==> config.mk <==
export PLATFORM = sky130hd
export DESIGN_NAME = base64_rle_sprite_decoder
export DESIGN_NICKNAME = d
export VERILOG_FILES = /design/src/hdl/b64rle_pkg.sv /design/src/hdl/b64rle_engine.sv /design/src/hdl/base64_rle_sprite_decoder.sv
export SDC_FILE = /design/constraint.sdc
export NUM_CORES = 1
export LEC_CHECK = 0
export BUFFER_PORTS_ARGS = -buffer_cell sky130_fd_sc_hd__buf_2
export CORE_UTILIZATION = 45
export CTS_BUF_LIST = sky130_fd_sc_hd__clkbuf_2 sky130_fd_sc_hd__clkbuf_4 sky130_fd_sc_hd__clkbuf_8
export DETAILED_ROUTE_END_ITERATION = 12
export PLACE_DENSITY = 0.65
export SLEW_MARGIN = 30
export SYNTH_ARGS = -nofsm -noshare
export SYNTH_HDL_FRONTEND = slang
export SYNTH_HIERARCHICAL = 1
export SYNTH_SLANG_ARGS = --single-unit
export TNS_END_PERCENT = 30
==> constraint.sdc <==
create_clock -name aclk -period 23.7 [get_ports aclk]
set_clock_uncertainty 0.2 [all_clocks]
set_input_delay 0 -clock aclk [delete_from_list [all_inputs] [get_ports aclk]]
set_output_delay 0 -clock aclk [all_outputs]
set_load 0.03 [all_outputs]
==> src/hdl/b64rle_pkg.sv <==
`default_nettype none

package b64rle_pkg;

    // Result status codes
    localparam logic [2:0] ST_PIXEL   = 3'd0;
    localparam logic [2:0] ST_DONE    = 3'd1;
    localparam logic [2:0] ST_BADCHAR = 3'd2;
    localparam logic [2:0] ST_BADRUN  = 3'd3;
    localparam logic [2:0] ST_SHORT   = 3'd4;

    // Configuration register indexes
    localparam logic [1:0] REG_FRAME_WIDTH  = 2'd0;
    localparam logic [1:0] REG_FRAME_HEIGHT = 2'd1;
    localparam logic [1:0] REG_COLOR_COUNT  = 2'd2;

    localparam logic [7:0] CHAR_PAD = 8'h3D;   // '='
    localparam logic [3:0] NIB_MASK = 4'hF;

    localparam int TOTAL_W = 13;

    // Settled frame configuration handed to the decode engine.
    typedef struct packed {
        logic               dims_ok;
        logic [TOTAL_W-1:0] total;
        logic [3:0]         color_count;
    } frame_cfg_t;

    // Base64 symbol value 0..63; bit 6 set flags a code outside the alphabet.
    function automatic logic [6:0] b64_symbol(input logic [7:0] c);
        logic [6:0] v;
        begin
            if (c >= 8'h41 && c <= 8'h5A) begin
                v = 7'(c - 8'h41);
            end else if (c >= 8'h61 && c <= 8'h7A) begin
                v = 7'(c - 8'h61 + 8'd26);
            end else if (c >= 8'h30 && c <= 8'h39) begin
                v = 7'(c - 8'h30 + 8'd52);
            end else if (c == 8'h2B) begin
                v = 7'd62;
            end else if (c == 8'h2F) begin
                v = 7'd63;
            end else begin
                v = 7'd64;
            end
            return v;
        end
    endfunction

endpackage

`default_nettype wire

==> src/hdl/b64rle_engine.sv <==
`default_nettype none

module b64rle_engine (
    input  wire                     aclk,
    input  wire                     aresetn,
    input  wire b64rle_pkg::frame_cfg_t cfg,
    input  wire                     in_valid,
    output logic                    in_ready,
    input  wire [7:0]               in_char,
    input  wire                     in_final,
    output logic                    out_valid,
    input  wire                     out_ready,
    output logic [3:0]              out_pixel,
    output logic [2:0]              out_status,
    output logic                    out_last
);
    import b64rle_pkg::*;

    typedef enum logic [2:0] {
        S_IDLE = 3'b001,
        S_EVAL = 3'b010,
        S_EMIT = 3'b100
    } state_t;

    state_t state_reg, state_next;

    logic [7:0]         char_reg;
    logic               fin_reg;

    logic [11:0]        acc_reg, acc_next;
    logic [3:0]         bits_reg, bits_next;
    logic [TOTAL_W-1:0] pdone_reg, pdone_next;
    logic               pad_reg, pad_next;
    logic               err_reg, err_next;

    logic               errq_reg, errq_next;
    logic [2:0]         errst_reg, errst_next;
    logic [4:0]         run_reg, run_next;
    logic [3:0]         idx_reg, idx_next;
    logic               finq_reg, finq_next;
    logic [2:0]         finst_reg, finst_next;

    logic               ov_reg, ov_next;
    logic [3:0]         opix_reg, opix_next;
    logic [2:0]         ost_reg, ost_next;
    logic               olast_reg, olast_next;

    // Evaluation temporaries
    logic [6:0]         sym;
    logic [3:0]         bits_sum;
    logic [11:0]        acc_new;
    logic [7:0]         byte_val;
    logic [4:0]         run_len;
    logic [TOTAL_W:0]   pd_sum;
    logic               have_item;
    logic               slot_free;

    assign in_ready   = (state_reg == S_IDLE);
    assign out_valid  = ov_reg;
    assign out_pixel  = opix_reg;
    assign out_status = ost_reg;
    assign out_last   = olast_reg;

    assign sym       = b64_symbol(char_reg);
    assign bits_sum  = bits_reg + 4'd6;
    assign acc_new   = {acc_reg[5:0], sym[5:0]};
    assign byte_val  = 8'(acc_new >> (bits_sum - 4'd8));
    assign run_len   = {1'b0, byte_val[7:4]} + 5'd1;
    assign pd_sum    = {1'b0, pdone_reg} + {{(TOTAL_W-4){1'b0}}, run_len};
    assign have_item = errq_reg || (run_reg != 5'd0) || finq_reg;
    assign slot_free = !ov_reg || out_ready;

    always_comb begin
        state_next = state_reg;
        acc_next   = acc_reg;
        bits_next  = bits_reg;
        pdone_next = pdone_reg;
        pad_next   = pad_reg;
        err_next   = err_reg;
        errq_next  = errq_reg;
        errst_next = errst_reg;
        run_next   = run_reg;
        idx_next   = idx_reg;
        finq_next  = finq_reg;
        finst_next = finst_reg;
        ov_next    = ov_reg;
        opix_next  = opix_reg;
        ost_next   = ost_reg;
        olast_next = olast_reg;

        if (ov_reg && out_ready) begin
            ov_next = 1'b0;
        end

        case (state_reg)
            S_IDLE: begin
                if (in_valid) begin
                    state_next = S_EVAL;
                end
            end

            S_EVAL: begin
                errq_next  = 1'b0;
                run_next   = 5'd0;
                finq_next  = 1'b0;
                state_next = S_EMIT;
                if (!err_reg && !pad_reg) begin
                    if (!cfg.dims_ok) begin
                        errq_next  = 1'b1;
                        errst_next = ST_BADRUN;
                        err_next   = 1'b1;
                    end else if (char_reg == CHAR_PAD) begin
                        pad_next = 1'b1;
                    end else if (sym[6]) begin
                        errq_next  = 1'b1;
                        errst_next = ST_BADCHAR;
                        err_next   = 1'b1;
                    end else begin
                        acc_next = acc_new;
                        if (bits_sum >= 4'd8) begin
                            bits_next = bits_sum - 4'd8;
                            if ((byte_val[3:0] & NIB_MASK) > cfg.color_count ||
                                pd_sum > {1'b0, cfg.total}) begin
                                errq_next  = 1'b1;
                                errst_next = ST_BADRUN;
                                err_next   = 1'b1;
                            end else begin
                                run_next   = run_len;
                                idx_next   = byte_val[3:0];
                                pdone_next = pd_sum[TOTAL_W-1:0];
                            end
                        end else begin
                            bits_next = bits_sum;
                        end
                    end
                end
                if (fin_reg) begin
                    if (!err_next) begin
                        finq_next  = 1'b1;
                        finst_next = (pdone_next == cfg.total) ? ST_DONE : ST_SHORT;
                    end
                    acc_next   = '0;
                    bits_next  = '0;
                    pdone_next = '0;
                    pad_next   = 1'b0;
                    err_next   = 1'b0;
                end
            end

            S_EMIT: begin
                // The run counter is the shared unit: one result per free slot.
                if (!have_item) begin
                    state_next = S_IDLE;
                end else if (slot_free) begin
                    ov_next = 1'b1;
                    if (errq_reg) begin
                        opix_next  = 4'd0;
                        ost_next   = errst_reg;
                        olast_next = 1'b1;
                        errq_next  = 1'b0;
                    end else if (run_reg != 5'd0) begin
                        opix_next  = idx_reg;
                        ost_next   = ST_PIXEL;
                        olast_next = (run_reg == 5'd1) && !finq_reg;
                        run_next   = run_reg - 5'd1;
                    end else begin
                        opix_next  = 4'd0;
                        ost_next   = finst_reg;
                        olast_next = 1'b1;
                        finq_next  = 1'b0;
                    end
                end
            end

            default: begin
                state_next = S_IDLE;
            end
        endcase
    end

    always_ff @(posedge aclk) begin
        if (!aresetn) begin
            state_reg <= S_IDLE;
            acc_reg   <= '0;
            bits_reg  <= '0;
            pdone_reg <= '0;
            pad_reg   <= 1'b0;
            err_reg   <= 1'b0;
            errq_reg  <= 1'b0;
            run_reg   <= '0;
            finq_reg  <= 1'b0;
            ov_reg    <= 1'b0;
        end else begin
            state_reg <= state_next;
            acc_reg   <= acc_next;
            bits_reg  <= bits_next;
            pdone_reg <= pdone_next;
            pad_reg   <= pad_next;
            err_reg   <= err_next;
            errq_reg  <= errq_next;
            run_reg   <= run_next;
            finq_reg  <= finq_next;
            ov_reg    <= ov_next;
        end
    end

    always_ff @(posedge aclk) begin
        if (state_reg == S_IDLE && in_valid) begin
            char_reg <= in_char;
            fin_reg  <= in_final;
        end
        errst_reg <= errst_next;
        idx_reg   <= idx_next;
        finst_reg <= finst_next;
        opix_reg  <= opix_next;
        ost_reg   <= ost_next;
        olast_reg <= olast_next;
    end

endmodule

`default_nettype wire

==> src/hdl/base64_rle_sprite_decoder.sv <==
// Base64 run-length sprite decoder.
// The s_ channel carries one base64 character per transaction in s_tdata,
// with s_tlast marking the last character of the frame text. Each decoded
// byte is a run: high nibble plus one pixels of the palette index in the low
// nibble. The m_ channel carries one result per transaction: the pixel index
// in m_tdata, the status in m_tuser (pixel, frame complete, bad character,
// bad run, short frame) and m_tlast on the last result of each character.
// The cfg_ channel writes frame width, frame height and color count; write
// it only while the decoder is idle.
// A character passes through an accept step in idle, an evaluation step and
// the emit step, which loads the results it causes (0 to 17) one at a time
// through the run counter, before the decoder returns to idle. The first result
// is registered by the evaluation state and then loaded into the output register.
// A stalled receiver holds the output register; the run counter waits and
// s_tready stays low until every result of the character has been loaded.
// Reset (aresetn low at a clock edge) clears the frame state and restores
// width 1, height 1 and color count 0.
`default_nettype none

module base64_rle_sprite_decoder #(
    parameter int MAX_WIDTH  = 80,
    parameter int MAX_HEIGHT = 60
) (
    input  wire        aclk,
    input  wire        aresetn,
    // Input channel
    input  wire        s_tvalid,
    output logic       s_tready,
    input  wire  [7:0] s_tdata,    // [7:0] char_code
    input  wire        s_tlast,    // final_char
    // Result channel
    output logic       m_tvalid,
    input  wire        m_tready,
    output logic [7:0] m_tdata,    // [3:0] pixel_index, [7:4] zero
    output logic [2:0] m_tuser,    // [2:0] status
    output logic       m_tlast,    // last result of the character
    // Configuration write channel
    input  wire        cfg_valid,
    output logic       cfg_ready,
    input  wire  [1:0] cfg_index,
    input  wire  [6:0] cfg_wdata
);
    import b64rle_pkg::*;

    logic [6:0] width_reg;
    logic [5:0] height_reg;
    logic [3:0] colors_reg;

    // Derived frame parameters are registered, so they settle before the next character; the
    // user must change configuration only while idle, which the block does not enforce.
    logic               dims_ok_reg, dims_ok_next;
    logic [TOTAL_W-1:0] total_reg, total_next;

    frame_cfg_t cfg;
    logic [3:0] pixel;

    assign cfg_ready = 1'b1;

    assign dims_ok_next = (width_reg != 7'd0) && (int'(width_reg) <= MAX_WIDTH) &&
                          (height_reg != 6'd0) && (int'(height_reg) <= MAX_HEIGHT);
    assign total_next   = {6'd0, width_reg} * {7'd0, height_reg};

    always_ff @(posedge aclk) begin
        if (!aresetn) begin
            width_reg  <= 7'd1;
            height_reg <= 6'd1;
            colors_reg <= 4'd0;
        end else if (cfg_valid) begin
            case (cfg_index)
                REG_FRAME_WIDTH:  width_reg  <= cfg_wdata;
                REG_FRAME_HEIGHT: height_reg <= cfg_wdata[5:0];
                REG_COLOR_COUNT:  colors_reg <= cfg_wdata[3:0];
                default: ;
            endcase
        end
    end

    always_ff @(posedge aclk) begin
        dims_ok_reg <= dims_ok_next;
        total_reg   <= total_next;
    end

    assign cfg.dims_ok     = dims_ok_reg;
    assign cfg.total       = total_reg;
    assign cfg.color_count = colors_reg;

    b64rle_engine u_engine (
        .aclk       (aclk),
        .aresetn    (aresetn),
        .cfg        (cfg),
        .in_valid   (s_tvalid),
        .in_ready   (s_tready),
        .in_char    (s_tdata),
        .in_final   (s_tlast),
        .out_valid  (m_tvalid),
        .out_ready  (m_tready),
        .out_pixel  (pixel),
        .out_status (m_tuser),
        .out_last   (m_tlast)
    );

    assign m_tdata = {4'd0, pixel};

endmodule

`default_nettype wire

### Yosys cells after proc, flatten, opt, wreduce, memory -nomap -nowiden

Cells that the tools add are included.

* reduce and logical (&&, ||, !) cells: 40
* add/subtract/negate cells: 10
* $mul: 1
* shift-type cells: 1
* bitwise gates (word level): 5
* magnitude comparators: 11
* equal/unequal tests: 22
* multiplexer cells: 77

Operators by type and width (number)
* 13-bit 2-to-1 mux: 8
* 5-bit 2-to-1 mux: 10
* 7-bit 2-to-1 mux: 5
* 1-bit 2-to-1 mux: 30
* 6-bit 2-to-1 mux: 5
* 3-bit 2-to-1 mux: 9
* 8-bit by 6-bit equality test with 1-bit output, second input constant: 3
* 4-bit 2-to-1 mux: 6
* 5-bit AND reduction: 4
* 8-bit by 7-bit >= comparator with 1-bit output, second input constant: 2
* 8-bit by 7-bit less-or-equal comparator with 1-bit output, second input constant: 2
* 13-bit by 5-bit adder with 14-bit output: 1
* 14-bit by 13-bit > comparator with 1-bit output: 1
* 7-bit subtractor, second input constant: 2
* 13-bit equality test: 1
* 7-bit by 6-bit multiplier with 13-bit output: 1
* 12-bit by 4-bit >> shifter with 8-bit output: 1
* 1-bit logical AND: 10
* 2-bit by 1-bit inequality test with 1-bit output, second input constant: 5
* 2-bit inequality test, second input constant: 5
* 5-bit case mux with 2 select lines: 1
* 3-bit case mux with 3 select lines: 1
* 3-bit AND reduction: 3
* 8-bit by 6-bit >= comparator with 1-bit output, second input constant: 1
* other kinds (32): 50

* bits in registers: 94
* logic and storage cells: 190
* bits of input ports: 23
* output and inout port bits: 15

### Longest topological paths before layout

* depth in word-level cells: 21
* mapped depth: 30
* gate-level depth less buffers: 27

### Hierarchy

Netlist, hierarchy kept.

By module, submodules not included
* b64rle_engine: cells an instance 564, sequential area each 1421.4 um^2, times used 1, area each 4723.3 um^2
* base64_rle_sprite_decoder: cells an instance 242, sequential area each 620.6 um^2, times used 1, area each 2319.7 um^2

### Least setup slack after synthesis

Ideal clock, no wire load.

* path type: register to register
* from: register u_engine.char_reg[1]
* to: register u_engine.finst_reg[2], data pin
* period minus slack after synthesis: 7.747 ns
* library setup time: 0.272 ns
* arrival time: 7.275 ns
* cell stages (with the launch flop): 27
* buffers on the path: 2
* slack: 15.953 ns
* data required time: 23.228 ns
* path through: edfxtp_1 -> clkbuf_1 -> inv_1 -> ha_1 -> nand2_1 -> o311ai_1 -> nor3_1 -> a311o_1 -> o21a_1 -> nand2_1 -> inv_1 -> ha_1 -> xor2_1 -> ha_1 -> a31oi_1 -> or4b_2 -> clkbuf_1 -> xnor2_1 -> ha_1 -> nand4_2 -> or4_4 -> a221o_1 -> a311o_1 -> nor3_1 -> mux2i_1 -> o2111ai_1 -> or4_1

* cells in the longest elaborated chain, start to end: 20
* elaborated cells on any way between the ends: 37
* those cells by class: 7 x add/sub; 8 x order compare; 4 x eq/ne; 1 x shift; 13 x mux; 4 x reduce/logical

RTL lines
* start: declaration: RTL line b64rle_engine.sv:27 `logic [7:0] char_reg;`
* start signal: assignment: RTL line b64rle_engine.sv:209 `char_reg <= in_char;`
* parallel branches: the longest is 14 deep, another holds 13-bit by 5-bit adder with 14-bit output
* 13-bit 2-to-1 mux *: RTL line b64rle_engine.sv:112 `end else if (char_reg == CHAR_PAD) begin`
* 13-bit 2-to-1 mux *: RTL line b64rle_engine.sv:108 `if (!cfg.dims_ok) begin`
* 13-bit 2-to-1 mux *: RTL line b64rle_engine.sv:107 `if (!err_reg && !pad_reg) begin`
* 13-bit 2-to-1 mux *: RTL line b64rle_engine.sv:95 `case (state_reg)`
* 13-bit equality test *: RTL line b64rle_engine.sv:140 `finst_next = (pdone_next == cfg.total) ? ST_DONE : ST_SHORT;`
* 3-bit 2-to-1 mux *: RTL line b64rle_engine.sv:140
* end signal: assignment: RTL line b64rle_engine.sv:214 `finst_reg <= finst_next;`
* end: declaration: RTL line b64rle_engine.sv:41 `logic [2:0] finst_reg, finst_next;`

Mark *: on every way between the ends. The select of a mux whose other input is x is not followed.
A chain may end at the register's enable or synchronous reset.

### Worst setup path in the final report

* from: register u_engine.char_reg[2]
* to: register u_engine.finst_reg[2], data pin

The elaborated chain is that of the path after synthesis.

==> metrics.cfg <==
[power_and_ir_drop]
irDropWorstVdd_uv=32.6
cellLeakagePower_nw=3.34
finalPower_mw=0.313
p_per_area_nw_per_um2=40.1

[routing]
drtPass1Iterations=5
wl_met3_um=685
met1Wirelength_mm=8.06
vias=5913
wl_met2_mm=7.88
drc=0
ant_nets=0
highest_layer=met4
avgViaCountPerCell=5.55
routed_wl_mm=16.9
detail_route.iter0.violations=363
wire_per_inst_um=15.8

[timing]
slew_viol_final=0
fin_ws_ps=15260
grt_setup_unrepaired=false
setup_viol=0
tns_ps=0
slew_headroom_pct=41.9
post-route-min-period_ps=8440
tightestPinTransition_ps=865
layout_worst_path_cycle_share_pct=35.6
max_freq_ghz=0.118
finalHoldViolCount=0

[flow_run]
drv_cap=0

[logic_synthesis]
avgSynthCellArea_um2=8.74
ys.flop_type=dfxtp_1
synth-edff-count=24
ys_ff_latch=90
seq_area_frac_synth_pct=29.0
synth_area_um2=7040
yosysUniqueCellTypes=78
async_flop_share_pct=0
synthCells=806
ys_warn_count=6

[final_layout]
layout-drive-gt1-share_pct=9.12
antenna_cells=0
syn2layout_area_growth_pct=10.9
seqCellArea_um2=2040
final_util_pct=51.2
fillers=1445
final_cell_mix=83 x inv_1, 66 x dfxtp_1, 56 x ha_1, 54 x nor2_1, 53 x nand2_1
stdcell_count=1066
fin_nets=951
mostFrequentLayoutCell=inv_1
multi_input_area_um2=4550

[global_routing]
antenna_found_initial=0
grt_start_max_net_pins=36
grt_pass1_vias=5686
grt_use_total_pct=22.1
grt-ovfl-total=0
grt_pass1_wl_mm=28.4

[cts]
numCtsBuffers=9
holdBufCountCts=27
cts_tree=built
clk_pin_slew_worst_paths_ps=90
clockBufferDepth=2
cts-root-buf=clkbuf_8
insertion_delay_ps=390
ctsHtreeMaxLevel=3
cts_resized=0
postCtsSetupRepairBufs=0
cts.sinks=90

[setup_path]
max_stage_delay_ps=600
critical_path_arrival_ps=8360
critPathKind=reg -> reg
worst-path-max-fanout=25
slowest_stage=or4_4
worstPathRequired_ps=23620
worst_setup_path_end_kind=flip-flop
critPathLaunchType=flip-flop
cpMostUsedCell=inv_1

[place]
place.gp.congestion=0.911
hpwlAfterDp_mm=12.9
place_inst=1023
place_ws_ps=15380
io_buffers=32

[floorplanning]
io-pin-count=38
start_util_pct=46.2
core_um2=15300
dieArea_um2=16200
die_w_um=127
rows=45
die_y_um=127

[hold_path]
hold_class=in -> reg

[run_status]
outcome=finished, final reports clean

## worst paths after layout
| kind | end | startpoint | cells past startpoint | slack, ps |
|---|---|---|---|---|
| worst max-delay path | u_engine/finst_reg[2] | u_engine/char_reg[2] | 27 | 15260 |
| worst min-delay path | u_engine/fin_reg | s_tlast | 2 | 120 |
| worst max register to register | u_engine/finst_reg[2] | u_engine/char_reg[2] | 27 | 15260 |
| worst min register to register | u_engine/run_reg[4] | u_engine/run_reg[4] | 2 | 290 |
## through the flow
stage | cell area, µm² | hold WS, ps
after floorplan | 7050 | -101
after global placement | 7360 | -23.6
after detailed placement | 7360 | -21.3
after CTS | 7810 | 107
after global routing | 7810 | 114
final | 7810 | 117
## layer usage
layer  vias up  track usage [%]
li1       2933                -
met1      2847             29.8
met2       112             36.5
met3        21             3.89
met4         0             6.02
met5         -                0
## power by group
part / switching, mW / total [mW] / internal (mW)
registers: 0.00599 / 0.168 / 0.162
clock network: 0.0586 / 0.0994 / 0.0408
logic: 0.0263 / 0.0465 / 0.0201
## area by class of cell
cell class	count	share of cell area, %
clock buffers	10	1.68
well taps	211	3.38
repair buffers	64	5.99
inverters	83	3.99
clock inverters	6	0.608
flip-flops and latches	90	26.1
multi-input cells	602	58.2
## Yosys cell counts (4+ instances only)
library cell / n / share of area [%]
o21a_1: 11 / 1.2
a211oi_1: 6 / 0.64
or2_2: 4 / 0.36
a21o_1: 12 / 1.3
nand4_1: 6 / 0.53
a21oi_1: 39 / 2.8
inv_1: 83 / 4.4
nand3_1: 19 / 1.4
a21boi_0: 7 / 0.75
o31ai_1: 6 / 0.64
o21ai_0: 27 / 1.9
ha_1: 56 / 9.9
buf_4: 5 / 0.53
a2bb2oi_1: 4 / 0.50
xor2_1: 6 / 0.75
xnor2_1: 28 / 3.5
nor2_1: 54 / 2.9
o2111ai_1: 4 / 0.50
a31oi_1: 5 / 0.44
buf_2: 4 / 0.28
and3_1: 9 / 0.80
mux2_2: 5 / 0.80
dfxtp_1: 66 / 19
edfxtp_1: 24 / 10
nand3b_1: 5 / 0.53
nand2b_1: 9 / 0.80
nor3_1: 18 / 1.3
or4_1: 6 / 0.64
a22oi_1: 6 / 0.64
nor2b_1: 20 / 1.8
fa_1: 22 / 6.3
a211o_1: 4 / 0.50
clkbuf_1: 24 / 1.3
o211ai_1: 5 / 0.53
mux2i_1: 24 / 3.4
nor4_1: 13 / 1.2
and4_1: 6 / 0.75
and2_1: 41 / 3.6
nand2_1: 53 / 2.8
## critical path: cells and delay by family (launching register included)
family	cells	cell delay, ps
XOR/XNOR	1	200
flip-flops	1	500
AND/OR/NAND/NOR	7	2080
AO/OA/AOI/OAI	10	3010
adder cells (fa/ha/maj)	4	1360
multiplexers	1	360
buffers and inverters	4	460
## logic make-up after synthesis
| kind of cell | synth area share (%) |
|---|---|
| compound gates | 17.4 |
| other cells | 0.107 |
| fa+ha+maj | 16.3 |
| simple gates | 21.7 |
| flops | 29.0 |
| mux | 4.53 |
| buf+inv | 6.68 |
| xor+xnor | 4.23 |
(Power assumes the default switching activity.)
